[src/segmented_group_aggregator_assert.svh]
// ----------------------------------------------------------------------------
// Assertion macros for the segmented group aggregator
// Shared property templates; each use sits on a line of its own in the RTL.
// ----------------------------------------------------------------------------
`ifndef SEGMENTED_GROUP_AGGREGATOR_ASSERT_SVH
`define SEGMENTED_GROUP_AGGREGATOR_ASSERT_SVH

// Same-cycle implication, checked at every rising clock edge outside reset
`define SGA_ASSERT_IMPLY(name, ante, cons, msg) \
   name: assert property (@(posedge clock) disable iff (reset) (ante) |-> (cons)) \
      else $error(msg);

// Next-cycle implication, checked at every rising clock edge outside reset
`define SGA_ASSERT_NEXT(name, ante, cons, msg) \
   name: assert property (@(posedge clock) disable iff (reset) (ante) |=> (cons)) \
      else $error(msg);

`endif

[src/sga_pkg.sv]
// ----------------------------------------------------------------------------
// sga_pkg
// Widths, limits and the closed-group record shared by the aggregator modules.
// ----------------------------------------------------------------------------
package sga_pkg;

   localparam int LABEL_BITS = 32;
   localparam int VALUE_BITS = 32;
   localparam int COUNT_BITS = 16;
   localparam int SUM_BITS   = VALUE_BITS + COUNT_BITS;

   // Queue between front and back
   localparam int QUEUE_DEPTH    = 4;
   localparam int QUEUE_PTR_BITS = $clog2(QUEUE_DEPTH);

   // Mean divider: one quotient bit per cycle
   localparam int DIV_STEPS    = SUM_BITS;
   localparam int DIV_CNT_BITS = $clog2(DIV_STEPS);

   localparam logic signed [VALUE_BITS-1:0] VALUE_MAX = {1'b0, {(VALUE_BITS-1){1'b1}}};
   localparam logic signed [VALUE_BITS-1:0] VALUE_MIN = {1'b1, {(VALUE_BITS-1){1'b0}}};
   localparam logic signed [SUM_BITS-1:0]   SUM_MAX   = {1'b0, {(SUM_BITS-1){1'b1}}};
   localparam logic signed [SUM_BITS-1:0]   SUM_MIN   = {1'b1, {(SUM_BITS-1){1'b0}}};
   localparam logic [COUNT_BITS-1:0]        COUNT_MAX = {COUNT_BITS{1'b1}};

   // Quotient magnitude limits for clamping the mean
   localparam logic [SUM_BITS-1:0] MEAN_POS_LIMIT =
      {{(SUM_BITS-VALUE_BITS+1){1'b0}}, {(VALUE_BITS-1){1'b1}}};
   localparam logic [SUM_BITS-1:0] MEAN_NEG_LIMIT =
      {{(SUM_BITS-VALUE_BITS){1'b0}}, 1'b1, {(VALUE_BITS-1){1'b0}}};

   // Aggregates of one closed group, as queued from front to back
   typedef struct packed {
      logic signed [SUM_BITS-1:0]   sum;
      logic signed [VALUE_BITS-1:0] min;
      logic signed [VALUE_BITS-1:0] max;
      logic signed [VALUE_BITS-1:0] first;
      logic signed [VALUE_BITS-1:0] last;
      logic [COUNT_BITS-1:0]        count;
      logic                         final_flag;
   } rec_type;

endpackage

[src/sga_front.sv]
// ----------------------------------------------------------------------------
// sga_front
// Accepts requests, tracks the open run of equal labels and queues a record
// for every closed group (label change or end of stream).
// ----------------------------------------------------------------------------
`include "segmented_group_aggregator_assert.svh"

module sga_front (
   input  logic                                   clock,
   input  logic                                   reset,
   input  logic                                   req_push,
   output logic                                   req_full,
   input  logic [sga_pkg::LABEL_BITS-1:0]         req_group_label,
   input  logic signed [sga_pkg::VALUE_BITS-1:0]  req_sample_value,
   input  logic                                   req_end_of_stream,
   output logic                                   q_push,
   output sga_pkg::rec_type                       q_rec,
   input  logic                                   q_full
);

   logic                                  open_ff, open_in;
   logic                                  pending_ff, pending_in;
   logic [sga_pkg::LABEL_BITS-1:0]        label_ff, label_in;
   logic signed [sga_pkg::SUM_BITS-1:0]   sum_ff, sum_in;
   logic signed [sga_pkg::VALUE_BITS-1:0] min_ff, min_in;
   logic signed [sga_pkg::VALUE_BITS-1:0] max_ff, max_in;
   logic signed [sga_pkg::VALUE_BITS-1:0] first_ff, first_in;
   logic signed [sga_pkg::VALUE_BITS-1:0] last_ff, last_in;
   logic [sga_pkg::COUNT_BITS-1:0]        count_ff, count_in;

   logic                                  accept;
   logic                                  close_group;
   logic                                  flush;
   logic                                  fresh;
   logic signed [sga_pkg::SUM_BITS-1:0]   base_sum;
   logic signed [sga_pkg::VALUE_BITS-1:0] base_min;
   logic signed [sga_pkg::VALUE_BITS-1:0] base_max;
   logic [sga_pkg::COUNT_BITS-1:0]        base_count;
   logic [sga_pkg::SUM_BITS:0]            sum_wide;

   // Hold off requests while the queue is full or the end-of-stream record waits for queue room
   assign req_full    = q_full | pending_ff;
   assign accept      = req_push & ~req_full;
   assign close_group = accept & open_ff & (req_group_label != label_ff);
   assign flush       = pending_ff & ~q_full;
   assign fresh       = ~open_ff | close_group;

   // Queue the open group's aggregates on a label change or a flush
   assign q_push           = close_group | flush;
   assign q_rec.sum        = sum_ff;
   assign q_rec.min        = min_ff;
   assign q_rec.max        = max_ff;
   assign q_rec.first      = first_ff;
   assign q_rec.last       = last_ff;
   assign q_rec.count      = count_ff;
   assign q_rec.final_flag = pending_ff;

   // Start from empty aggregates when the item opens a new group
   assign base_sum   = fresh ? '0 : sum_ff;
   assign base_min   = fresh ? sga_pkg::VALUE_MAX : min_ff;
   assign base_max   = fresh ? sga_pkg::VALUE_MIN : max_ff;
   assign base_count = fresh ? '0 : count_ff;

   // Add one sign bit of headroom to detect sum overflow
   assign sum_wide = {base_sum[sga_pkg::SUM_BITS-1], base_sum}
                   + {{(sga_pkg::SUM_BITS+1-sga_pkg::VALUE_BITS)
                        {req_sample_value[sga_pkg::VALUE_BITS-1]}}, req_sample_value};

   // Update the run
   always_comb begin
      open_in    = open_ff;
      pending_in = pending_ff;
      label_in   = label_ff;
      sum_in     = sum_ff;
      min_in     = min_ff;
      max_in     = max_ff;
      first_in   = first_ff;
      last_in    = last_ff;
      count_in   = count_ff;
      if (flush) begin
         open_in    = 1'b0;
         pending_in = 1'b0;
      end else if (accept) begin
         open_in    = 1'b1;
         pending_in = req_end_of_stream;
         label_in   = req_group_label;
         if (sum_wide[sga_pkg::SUM_BITS] != sum_wide[sga_pkg::SUM_BITS-1]) begin
            sum_in = sum_wide[sga_pkg::SUM_BITS] ? sga_pkg::SUM_MIN : sga_pkg::SUM_MAX;
         end else begin
            sum_in = sum_wide[sga_pkg::SUM_BITS-1:0];
         end
         min_in   = (req_sample_value < base_min) ? req_sample_value : base_min;
         max_in   = (req_sample_value > base_max) ? req_sample_value : base_max;
         first_in = fresh ? req_sample_value : first_ff;
         last_in  = req_sample_value;
         count_in = (base_count == sga_pkg::COUNT_MAX) ? base_count
                                                       : base_count + 1'b1;
      end
   end

   // Control state
   always_ff @(posedge clock) begin
      if (reset) begin
         open_ff    <= 1'b0;
         pending_ff <= 1'b0;
      end else begin
         open_ff    <= open_in;
         pending_ff <= pending_in;
      end
   end

   // Aggregates; only read while a group is open
   always_ff @(posedge clock) begin
      label_ff <= label_in;
      sum_ff   <= sum_in;
      min_ff   <= min_in;
      max_ff   <= max_in;
      first_ff <= first_in;
      last_ff  <= last_in;
      count_ff <= count_in;
   end

   `SGA_ASSERT_IMPLY(a_front_pending_open, pending_ff, open_ff, "flush pending without open group")
   `SGA_ASSERT_IMPLY(a_front_count_nonzero, open_ff, count_ff != '0, "open group with zero count")

endmodule

[src/sga_queue.sv]
// ----------------------------------------------------------------------------
// sga_queue
// Short first-in first-out queue of closed-group records between the front
// and the back.
// ----------------------------------------------------------------------------
`include "segmented_group_aggregator_assert.svh"

module sga_queue (
   input  logic             clock,
   input  logic             reset,
   input  logic             push,
   input  sga_pkg::rec_type push_rec,
   output logic             full,
   input  logic             pop,
   output sga_pkg::rec_type pop_rec,
   output logic             empty
);

   sga_pkg::rec_type                  entry_ff [sga_pkg::QUEUE_DEPTH];
   logic [sga_pkg::QUEUE_PTR_BITS:0]  wr_ptr_ff, wr_ptr_in;
   logic [sga_pkg::QUEUE_PTR_BITS:0]  rd_ptr_ff, rd_ptr_in;
   logic                              do_push;
   logic                              do_pop;

   // Pointers carry one wrap bit to tell full from empty
   assign empty = (wr_ptr_ff == rd_ptr_ff);
   assign full  = (wr_ptr_ff[sga_pkg::QUEUE_PTR_BITS] != rd_ptr_ff[sga_pkg::QUEUE_PTR_BITS])
                & (wr_ptr_ff[sga_pkg::QUEUE_PTR_BITS-1:0]
                   == rd_ptr_ff[sga_pkg::QUEUE_PTR_BITS-1:0]);

   assign do_push   = push & ~full;
   assign do_pop    = pop & ~empty;
   assign wr_ptr_in = do_push ? wr_ptr_ff + 1'b1 : wr_ptr_ff;
   assign rd_ptr_in = do_pop ? rd_ptr_ff + 1'b1 : rd_ptr_ff;
   assign pop_rec   = entry_ff[rd_ptr_ff[sga_pkg::QUEUE_PTR_BITS-1:0]];

   // Advance pointers
   always_ff @(posedge clock) begin
      if (reset) begin
         wr_ptr_ff <= '0;
         rd_ptr_ff <= '0;
      end else begin
         wr_ptr_ff <= wr_ptr_in;
         rd_ptr_ff <= rd_ptr_in;
      end
   end

   // Store the pushed record
   always_ff @(posedge clock) begin
      if (do_push) begin
         entry_ff[wr_ptr_ff[sga_pkg::QUEUE_PTR_BITS-1:0]] <= push_rec;
      end
   end

   `SGA_ASSERT_IMPLY(a_queue_no_overflow, push, !full, "record pushed into a full queue")

endmodule

[src/sga_back.sv]
// ----------------------------------------------------------------------------
// sga_back
// Takes closed-group records from the queue, divides sum by count one
// quotient bit per cycle, clamps the mean and holds the result for popping.
// ----------------------------------------------------------------------------
`include "segmented_group_aggregator_assert.svh"

module sga_back (
   input  logic                                   clock,
   input  logic                                   reset,
   input  logic                                   q_empty,
   input  sga_pkg::rec_type                       q_rec,
   output logic                                   q_pop,
   output logic                                   rsp_empty,
   input  logic                                   rsp_pop,
   output logic signed [sga_pkg::SUM_BITS-1:0]    rsp_group_sum,
   output logic signed [sga_pkg::VALUE_BITS-1:0]  rsp_group_min,
   output logic signed [sga_pkg::VALUE_BITS-1:0]  rsp_group_max,
   output logic signed [sga_pkg::VALUE_BITS-1:0]  rsp_group_first,
   output logic signed [sga_pkg::VALUE_BITS-1:0]  rsp_group_last,
   output logic [sga_pkg::COUNT_BITS-1:0]         rsp_group_count,
   output logic signed [sga_pkg::VALUE_BITS-1:0]  rsp_group_mean,
   output logic                                   rsp_final_result
);

   localparam logic [1:0] ST_IDLE = 2'd0;
   localparam logic [1:0] ST_DIV  = 2'd1;
   localparam logic [1:0] ST_DONE = 2'd2;

   logic [1:0]                            state_ff, state_in;
   logic [sga_pkg::DIV_CNT_BITS-1:0]      step_ff, step_in;
   sga_pkg::rec_type                      hold_ff, hold_in;
   logic                                  neg_ff, neg_in;
   logic [sga_pkg::SUM_BITS-1:0]          quo_ff, quo_in;
   logic [sga_pkg::COUNT_BITS-1:0]        rem_ff, rem_in;
   logic                                  out_valid_ff, out_valid_in;
   sga_pkg::rec_type                      out_rec_ff, out_rec_in;
   logic signed [sga_pkg::VALUE_BITS-1:0] out_mean_ff, out_mean_in;

   logic [sga_pkg::COUNT_BITS:0]          trial;
   logic [sga_pkg::COUNT_BITS:0]          divisor;
   logic                                  load_out;
   logic [sga_pkg::SUM_BITS-1:0]          neg_quo;
   logic signed [sga_pkg::VALUE_BITS-1:0] mean;

   assign q_pop    = (state_ff == ST_IDLE) & ~q_empty;
   assign load_out = (state_ff == ST_DONE) & (~out_valid_ff | rsp_pop);

   // Restoring division step on the magnitude of the sum
   assign trial   = {rem_ff, quo_ff[sga_pkg::SUM_BITS-1]};
   assign divisor = {1'b0, hold_ff.count};

   // Restore the sign and clamp the quotient to the value range
   assign neg_quo = ~quo_ff + 1'b1;
   always_comb begin
      if (neg_ff) begin
         mean = (quo_ff > sga_pkg::MEAN_NEG_LIMIT) ? sga_pkg::VALUE_MIN
                                                   : neg_quo[sga_pkg::VALUE_BITS-1:0];
      end else begin
         mean = (quo_ff > sga_pkg::MEAN_POS_LIMIT) ? sga_pkg::VALUE_MAX
                                                   : quo_ff[sga_pkg::VALUE_BITS-1:0];
      end
   end

   // Sequence: take a record, divide, hand over to the output register
   always_comb begin
      state_in = state_ff;
      step_in  = step_ff;
      hold_in  = hold_ff;
      neg_in   = neg_ff;
      quo_in   = quo_ff;
      rem_in   = rem_ff;
      case (state_ff)
         ST_IDLE: begin
            if (!q_empty) begin
               hold_in  = q_rec;
               neg_in   = q_rec.sum[sga_pkg::SUM_BITS-1];
               quo_in   = q_rec.sum[sga_pkg::SUM_BITS-1] ? ~q_rec.sum + 1'b1 : q_rec.sum;
               rem_in   = '0;
               step_in  = '0;
               state_in = ST_DIV;
            end
         end
         ST_DIV: begin
            if (trial >= divisor) begin
               rem_in = sga_pkg::COUNT_BITS'(trial - divisor);
               quo_in = {quo_ff[sga_pkg::SUM_BITS-2:0], 1'b1};
            end else begin
               rem_in = trial[sga_pkg::COUNT_BITS-1:0];
               quo_in = {quo_ff[sga_pkg::SUM_BITS-2:0], 1'b0};
            end
            step_in = step_ff + 1'b1;
            if (step_ff == sga_pkg::DIV_CNT_BITS'(sga_pkg::DIV_STEPS - 1)) begin
               state_in = ST_DONE;
            end
         end
         ST_DONE: begin
            if (load_out) begin
               state_in = ST_IDLE;
            end
         end
         default: begin
            state_in = ST_IDLE;
         end
      endcase
   end

   // Output register; drop the result once popped
   assign out_valid_in = load_out | (out_valid_ff & ~rsp_pop);
   assign out_rec_in   = load_out ? hold_ff : out_rec_ff;
   assign out_mean_in  = load_out ? mean : out_mean_ff;

   always_ff @(posedge clock) begin
      if (reset) begin
         state_ff     <= ST_IDLE;
         out_valid_ff <= 1'b0;
      end else begin
         state_ff     <= state_in;
         out_valid_ff <= out_valid_in;
      end
   end

   always_ff @(posedge clock) begin
      step_ff     <= step_in;
      hold_ff     <= hold_in;
      neg_ff      <= neg_in;
      quo_ff      <= quo_in;
      rem_ff      <= rem_in;
      out_rec_ff  <= out_rec_in;
      out_mean_ff <= out_mean_in;
   end

   assign rsp_empty        = ~out_valid_ff;
   assign rsp_group_sum    = out_rec_ff.sum;
   assign rsp_group_min    = out_rec_ff.min;
   assign rsp_group_max    = out_rec_ff.max;
   assign rsp_group_first  = out_rec_ff.first;
   assign rsp_group_last   = out_rec_ff.last;
   assign rsp_group_count  = out_rec_ff.count;
   assign rsp_group_mean   = out_mean_ff;
   assign rsp_final_result = out_rec_ff.final_flag;

   `SGA_ASSERT_IMPLY(a_back_divisor_nonzero, state_ff == ST_DIV, hold_ff.count != '0, "divide by zero count")
   `SGA_ASSERT_NEXT(a_back_result_kept, out_valid_ff && !rsp_pop, out_valid_ff, "unpopped result lost")

endmodule

[src/segmented_group_aggregator.sv]
// ----------------------------------------------------------------------------
// segmented_group_aggregator
// Run-length group-by aggregation: sum, min, max, first, last, count and mean
// for every run of equal labels in a stream of signed Q16.16 samples.
// ----------------------------------------------------------------------------
// Usage:
//   Requests enter on req_push / req_full with a label, a sample and an
//   end-of-stream flag. A request whose label differs from the open run
//   closes that run; a request with end_of_stream set closes its own run
//   afterwards, so one request can produce two results.
//   Results leave on rsp_empty / rsp_pop; the oldest result is on the rsp_
//   ports while rsp_empty is low and is taken when rsp_pop is high.
// Throughput: the front takes one request per cycle while the four-entry
//   record queue has room; an end-of-stream request holds req_full high
//   until its final record is queued.
//   The back takes a new record only after the bit-serial divider that
//   forms the mean has finished the last one and moved it to the output register.
// Path: a closed group's record passes the record queue, the divider and
//   the output register on its way to the rsp_ ports.
// Reset: synchronous; clears the open run, the queue and the output register.
// Stall: a result waits in the output register while rsp_pop is low; the
//   divider and queue keep filling behind it, then req_full rises.
// ----------------------------------------------------------------------------
module segmented_group_aggregator (
   input  logic                                   clock,
   input  logic                                   reset,
   input  logic                                   req_push,
   output logic                                   req_full,
   input  logic [sga_pkg::LABEL_BITS-1:0]         req_group_label,
   input  logic signed [sga_pkg::VALUE_BITS-1:0]  req_sample_value,
   input  logic                                   req_end_of_stream,
   output logic                                   rsp_empty,
   input  logic                                   rsp_pop,
   output logic signed [sga_pkg::SUM_BITS-1:0]    rsp_group_sum,
   output logic signed [sga_pkg::VALUE_BITS-1:0]  rsp_group_min,
   output logic signed [sga_pkg::VALUE_BITS-1:0]  rsp_group_max,
   output logic signed [sga_pkg::VALUE_BITS-1:0]  rsp_group_first,
   output logic signed [sga_pkg::VALUE_BITS-1:0]  rsp_group_last,
   output logic [sga_pkg::COUNT_BITS-1:0]         rsp_group_count,
   output logic signed [sga_pkg::VALUE_BITS-1:0]  rsp_group_mean,
   output logic                                   rsp_final_result
);

   logic             q_push;
   logic             q_full;
   logic             q_pop;
   logic             q_empty;
   sga_pkg::rec_type push_rec;
   sga_pkg::rec_type pop_rec;

   // Front: track runs and queue closed groups
   sga_front u_front (
      .clock             (clock),
      .reset             (reset),
      .req_push          (req_push),
      .req_full          (req_full),
      .req_group_label   (req_group_label),
      .req_sample_value  (req_sample_value),
      .req_end_of_stream (req_end_of_stream),
      .q_push            (q_push),
      .q_rec             (push_rec),
      .q_full            (q_full)
   );

   // Queue of closed-group records
   sga_queue u_queue (
      .clock    (clock),
      .reset    (reset),
      .push     (q_push),
      .push_rec (push_rec),
      .full     (q_full),
      .pop      (q_pop),
      .pop_rec  (pop_rec),
      .empty    (q_empty)
   );

   // Back: mean divider and output register
   sga_back u_back (
      .clock            (clock),
      .reset            (reset),
      .q_empty          (q_empty),
      .q_rec            (pop_rec),
      .q_pop            (q_pop),
      .rsp_empty        (rsp_empty),
      .rsp_pop          (rsp_pop),
      .rsp_group_sum    (rsp_group_sum),
      .rsp_group_min    (rsp_group_min),
      .rsp_group_max    (rsp_group_max),
      .rsp_group_first  (rsp_group_first),
      .rsp_group_last   (rsp_group_last),
      .rsp_group_count  (rsp_group_count),
      .rsp_group_mean   (rsp_group_mean),
      .rsp_final_result (rsp_final_result)
   );

endmodule

[config.mk]
export PLATFORM = sky130hd
export DESIGN_NAME = segmented_group_aggregator
export DESIGN_NICKNAME = d
export VERILOG_FILES = /design/src/sga_pkg.sv /design/src/sga_front.sv /design/src/sga_queue.sv /design/src/sga_back.sv /design/src/segmented_group_aggregator.sv
export VERILOG_INCLUDE_DIRS = /design/src /design/src/src
export SDC_FILE = /design/constraint.sdc
export NUM_CORES = 2
export LEC_CHECK = 0
export BUFFER_PORTS_ARGS = -buffer_cell sky130_fd_sc_hd__buf_2
export CORE_ASPECT_RATIO = 0.8
export CORE_MARGIN = 4
export CORE_UTILIZATION = 54
export CTS_CLUSTER_DIAMETER = 60
export CTS_CLUSTER_SIZE = 25
export DETAILED_ROUTE_END_ITERATION = 6
export GPL_ROUTABILITY_DRIVEN = 0
export PLACE_DENSITY_LB_ADDON = 0.12
export RECOVER_POWER = 25
export SYNTH_ARGS = -nofsm -noshare
export SYNTH_HDL_FRONTEND = slang
export SYNTH_SLANG_ARGS = --single-unit
[constraint.sdc]
create_clock -name clock -period 19 [get_ports clock]
set_clock_uncertainty 0.15 [all_clocks]
set_input_delay 0.95 -clock clock [delete_from_list [all_inputs] [get_ports clock]]
set_output_delay 0.95 -clock clock [all_outputs]
set_load 0.1 [all_outputs]
# --- After elaboration in Yosys (flattened, before gate mapping) ---
# Memory sizes are Yosys's and may differ from the RTL's. A register that Yosys moved wholly into a read port is not among the register bits.
# Cells that the tools add are included.
op_classes:
  addsub: 8
  magnitude_cmp: 5
  eq_ne: 12
  n_mux: 29
  n_bitwise: 24
  reduce_logical: 8
ops:
  columns: ["operator", "n"]
  rows:
  - ["48-bit two-way mux", 5]
  - ["32-bit two-way mux", 7]
  - ["48-bit one-hot mux with 2 select lines", 1]
  - ["16-bit two-way mux", 4]
  - ["48-bit by 32-bit adder with 49-bit output", 1]
  - ["48-bit by 1-bit adder with 48-bit output, second input constant", 1]
  - ["48-bit by 31-bit greater-than comparator with 1-bit output, second input constant", 1]
  - ["48-bit by 32-bit greater-than comparator with 1-bit output, second input constant", 1]
  - ["48-bit NOT", 1]
  - ["32-bit by 1-bit adder with 32-bit output, second input constant", 1]
  - ["32-bit greater-than comparator", 1]
  - ["32-bit less-than comparator", 1]
  - ["32-bit inequality test", 1]
  - ["32-bit NOT", 1]
  - ["16-bit one-hot mux with 2 select lines", 1]
  - ["17-bit by 16-bit >= comparator with 1-bit output", 1]
  - ["16-bit by 1-bit adder with 16-bit output, second input constant", 1]
  - ["16-bit equality test, second input constant", 1]
  - ["16-bit subtractor", 1]
  - ["6-bit one-hot mux with 2 select lines", 1]
  - ["1-bit bitwise AND", 10]
  - ["2-bit two-way mux", 5]
  - ["1-bit NOT", 7]
  - ["3-bit by 1-bit adder with 3-bit output, second input constant", 2]
  - ["18 further kinds", 29]
word_totals:
  register_bits: 724
  ram_bits: 772
  mem_count: 1
mem_list:
  columns: ["name", "depth", "width", "rd", "rd_clocked_by_memory_dff", "write_ports", "line_no", "source"]
  rows:
  - ["u_queue.entry_ff", 4, 193, 1, 1, 1, "sga_queue.sv:19", "sga_pkg::rec_type entry_ff [sga_pkg::QUEUE_DEPTH];"]

# --- Logic depth before layout (Yosys ltp) ---
logic_depth:
  ltp_word: 12
  mapped_depth: 21
  mapped_depth_nobuf: 18

# --- Cells and area by module ---
# A second synthesis with hierarchy kept.
hier_totals:
  cells_unflattened: 3406
  area_unflattened_um2: 60625.6
modules_own_cells:
  columns: ["module", "n_inst", "cells_each", "area_per_inst_um2", "seq_area_each_um2"]
  rows:
  - ["sga_queue", 1, 1076, 28426.0, 23342.4]
  - ["sga_back", 1, 1115, 18500.2, 14714.1]
  - ["sga_front", 1, 1215, 13699.4, 6766.5]

# --- Worst setup path before layout ---
# OpenSTA, ideal clock, no wires.
synth_timing:
  kind: "input port to flip-flop"
  startpoint: "in rsp_pop"
  endpoint: "reg u_back.out_rec_ff, in the netlist u_back.rsp_final_result (enable)"
  arrival_ns: 10.954
  path_slack_ns: 7.055
  cell_stages: 2
  cell_sequence: "nand2b_1 nor2b_1"
synth_between:
  elab_chain_cells: 2
synth_lines:
  columns: ["element", "line_no", "source"]
  rows:
  - ["start: declaration", "segmented_group_aggregator.sv:33", "input logic rsp_pop,"]
  - ["1-bit OR", "sga_back.sv:47", "assign load_out = (state_ff == ST_DONE) & (~out_valid_ff | rsp_pop);"]
  - ["1-bit bitwise AND", "sga_back.sv:47", null]
  - ["named net u_back.load_out", "sga_back.sv:42", "logic load_out;"]
  - ["end signal: assignment", "sga_back.sv:129", "out_rec_ff <= out_rec_in;"]
  - ["end: declaration", "sga_back.sv:37", "sga_pkg::rec_type out_rec_ff, out_rec_in;"]
# The timed path passes the listed nets, and every way through them passes these cells.
# A chain may end at the register's enable or synchronous reset.

# --- Worst setup path in the final report ---
layout_timing:
  startpoint: "reg u_front.label_ff[14] in the netlist's numbering"
  endpoint: "reg u_front.sum_ff[38] in the netlist's numbering, data pin"
layout_between:
  elab_chain_cells: 7
layout_lines:
  columns: ["element", "line_no", "source"]
  rows:
  - ["start: declaration", "sga_front.sv:23", "logic [sga_pkg::LABEL_BITS-1:0] label_ff, label_in;"]
  - ["start signal: assignment", "sga_front.sv:114", "label_ff <= label_in;"]
  - ["32-bit inequality test (*)", "sga_front.sv:44", "assign close_group = accept & open_ff & (req_group_label != label_ff);"]
  - ["1-bit bitwise AND (*)", "sga_front.sv:44", null]
  - ["1-bit OR (*)", "sga_front.sv:46", "assign fresh = ~open_ff | close_group;"]
  - ["48-bit two-way mux (*)", "sga_front.sv:59", "assign base_sum = fresh ? '0 : sum_ff;"]
  - ["48-bit by 32-bit adder with 49-bit output (*)", "sga_front.sv:66", "+ {{(sga_pkg::SUM_BITS+1-sga_pkg::VALUE_BITS)"]
  - ["48-bit two-way mux or 1-bit inequality test (tied branches)", "sga_front.sv:88, sga_front.sv:87", null]
  - ["48-bit two-way mux (*)", "sga_front.sv:87", "if (sum_wide[sga_pkg::SUM_BITS] != sum_wide[sga_pkg::SUM_BITS-1]) begin"]
  - ["end signal: assignment", "sga_front.sv:115", "sum_ff <= sum_in;"]
  - ["end: declaration", "sga_front.sv:24", "logic signed [sga_pkg::SUM_BITS-1:0] sum_ff, sum_in;"]
# Every way passes the cells marked *; elsewhere a longest branch is shown, timed or not.

==> run_results.csv <==
group,metric,value,unit
status,status,"complete, no violations",
critical_path,worstSetupStartpoint,"u_front.label_ff[14]",
yosys,postSynth.asyncResetShare,0,%
timing,setup_violations,0,
placement,placedInstanceArea,0.06320,mm²
clocking,post_cts.repair.setup_buffers,0,
floorplan,die_y,306.3,µm
floorplan,dieWidth,380.9,µm
clocking,cts.reportedPaths.clkPinSlew,0.10,ns
yosys,post_synth_inst_count,3375,
yosys,synth_seq_cells,1497,
yosys,synthAdderAreaFrac,2.967,%
floorplan,die-area,0.1167,mm²
yosys,yosysSeqAreaShare,74.63,%
detailed_routing,wl_met2,59910,µm
critical_path,cp_max_fo,79,
timing,hold_violations,0,
critical_path,worstSetupEndpointType,"register",
clocking,cts_hold_buf,0,
clocking,cts_tree,"done",
clocking,clock_sinks,1497,
timing,slew_headroom,19.75,%
floorplan,fp-row-count,109,
global_routing,grt_pass1_vias,31360,
timing,period_needed,7.572,ns
critical_path,crit_required,19.28,ns
final_layout,drive_gt1_share,17.35,%
yosys,synthTopCellsByArea,"edfxtp_1, mux4_2, ha_1, mux2i_1, xor2_1",
global_routing,antenna_found_initial,11,
critical_path,critPathBufInv,2,
placement,port_buffers,295,
timing,finalSetupTns,0,ns
power_and_ir_drop,p_per_area,126.3,mW/mm²
yosys,yosys.area_share.simple,5.113,%
yosys,synth_top_family_by_area,"multiplexers",
critical_path,ff2ff_setup_slack,11.43,ns
detailed_routing,vias_per_cell,6.016,
global_routing,grt_pass1_wl,193400,µm
detailed_routing,top_layer,"met5",
detailed_routing,dr.first_iter.drc_count,3258,
yosys,yosys_most_used_dff,"edfxtp_1",
yosys,yosysWarnings,0,
critical_path,worstSetupStartpointType,"register",
critical_path,crit_family,"compound AO/OA/AOI/OAI gates",
timing,rsz0062_at_grt,"no",
timing,period_share,39.85,%
yosys,syn_area,0.06006,mm²
yosys,synth.distinct_cells,79,
detailed_routing,wl,126900,µm
yosys,synth_most_common_cell,"edfxtp_1",
yosys,synthMuxAreaShare,8.608,%
detailed_routing,wire_per_inst,24.48,µm
timing,final_max_slew_viol_count,0,
yosys,syn-num-nets,3582,
clocking,numCtsBuffers,90,
detailed_routing,drt-met1-wl,55470,µm
floorplan,coreArea,0.1105,mm²
detailed_routing,ant_nets,0,
global_routing,grt.overflow.total,0,
critical_path,r2r_start,"u_front.label_ff[14]",
power_and_ir_drop,ir_drop,0.00008262,V
hold_path,hp-class,"register to register",
power_and_ir_drop,p_leak,22.35,nW
critical_path,reg2reg_to,"u_front.sum_ff[38]",
critical_path,cp_common_cell,"o211ai_1",
yosys,avgSynthCellArea,17.79,µm²
clocking,clk_path_buf_depth,3,
critical_path,crit_end,"u_front.sum_ff[38]",
clocking,clk_latency,0.71,ns
yosys,yosysTopAreaCellShare,74.20,%
detailed_routing,route.detailed.drc,0,
floorplan,initial_core_util,54.37,%
yosys,synth_top_area_cell,"edfxtp_1",
detailed_routing,num_vias,31200,
critical_path,path_cells,"xor2_1 -> nor4_1 -> nand4_1 -> nor2_1 -> o31a_2 -> buf_4 -> and2_1 -> ha_1 -> o211ai_1 -> o21ai_0 -> o211ai_1 -> a2111oi_0 -> o2111a_1 -> or2_2 -> o211ai_1 -> nor3_2 -> buf_4 -> o21ai_0",
detailed_routing,dr_wl_met3,8234,µm
clocking,clockRootBuffer,"clkbuf_16",
final_layout,design_area,0.06625,mm²
floorplan,io_pins,296,
critical_path,arrival,7.85,ns
critical_path,path_class,"register to register",
global_routing,grtUsageTotal,21.65,%
yosys,synth_compound_area_share,5.044,%
yosys,synthTopCellsByCount,"edfxtp_1, mux4_2, nand2_1",
placement,hpwlAfterDp,79970,µm
yosys,synthXorXnorAreaFrac,2.144,%
detailed_routing,drtPass1Iterations,6,
critical_path,cpPeakStageDelay,0.98,ns
timing,fmax,0.1321,GHz
critical_path,worst-path-stages,18,
run,cap_viol_max_count,0,
clocking,cts_resized,0,
timing,worst_pin_slew,1.204,ns
final_layout,layout.nets,3878,
yosys,synth_edf_count,1484,
global_routing,grt_max_degree,146,
critical_path,reg2reg_depth,18,
clocking,h-tree-depth,3,
critical_path,critPathSlowestCell,"a2111oi_0",
final_layout,area_growth,10.32,%
==> per-stage QoR <==
stage | worst slack (ns) | total power, mW | util (%) | hold slack [ns] | instances
6_report | 11.43 | 8.369 | 59.98 | 0.2597 | 5185
5_1_grt | 10.87 | 8.773 | 59.97 | 0.2475 | 5183
4_1_cts | 11.50 | 8.449 | 60.04 | 0.2325 | 5183
3_5_place_dp | 10.92 | 6.282 | 57.21 | 0.2545 | 5022
3_3_place_gp | 11.05 | 6.214 | 57.21 | 0.2512 | 5022
2_1_floorplan | 7.055 | 5.780 | - | 0.2503 | 3375
==> state kept, by name, summed over array words and instances (netlist names), 48 cells and up, named ones only <==
| name | flops |
|---|---|
| u_queue.entry_ff | 772 |
| u_back.hold_ff | 176 |
| u_back.rsp_group_sum | 48 |
| u_back.quo_ff | 48 |
| u_front.sum_ff | 48 |
==> layer usage <==
| layer | GRT usage, % | vias up |
|---|---|---|
| met5 | 0 | - |
| met4 | 5.434 | 4 |
| met3 | 4.015 | 195 |
| met2 | 34.50 | 1019 |
| met1 | 31.44 | 16050 |
| li1 | - | 13930 |
==> worst min-delay path by stage <==
stage | startpoint | endpoint | depth (start not counted)
2_1_floorplan | u_back.hold_ff[0] | u_back.rsp_final_result | 0
3_3_place_gp | u_back.hold_ff[101] | u_back.rsp_group_max[20] | 0
3_5_place_dp | u_back.hold_ff[119] | u_back.rsp_group_min[6] | 0
4_1_cts | req_group_label[17] | u_front.label_ff[17] | 1
5_1_grt | req_group_label[22] | u_front.label_ff[22] | 1
6_report | u_back.hold_ff[89] | u_back.rsp_group_max[8] | 0
==> cell families (layout without fill, tap and decap cells) <==
| family | Yosys count | in the layout |
|---|---|---|
| flops | 1497 | 1497 |
| simple gates | 617 | 617 |
| compound gates | 475 | 475 |
| mux | 272 | 272 |
| buf+inv | 225 | 590 |
| xor+xnor | 147 | 147 |
| fa+ha+maj | 142 | 142 |
| other cells | 0 | 2 |
==> placed cells by master (no fill, tap or decap), types with 57 or more instances in the layout <==
cell,count
and2_1,57
xor2_1,87
xnor2_1,60
clkbuf_16,90
mux4_2,181
o21ai_0,125
mux2i_1,77
inv_1,97
a21oi_1,129
clkbuf_1,69
ha_1,136
edfxtp_1,1484
nand2_1,180
buf_2,233
nor2_1,150
==> area by class of cell <==
type / instances / area [µm²]
sequential: 1497 / 44830
fill: 8114 / 44210
multi-input combinational: 1653 / 14430
clock buffer: 97 / 2278
tap: 1443 / 1805
timing repair buffer: 330 / 1687
clock inverter: 64 / 843.3
inverter: 99 / 379.1
antenna: 2 / 5.005
==> power by group <==
group / switching (mW) / internal [mW]
sequential: 0.308 / 4.35
combinational: 0.935 / 0.600
clock: 1.16 / 1.02
Note: power is estimated with default switching activity, not from simulation.
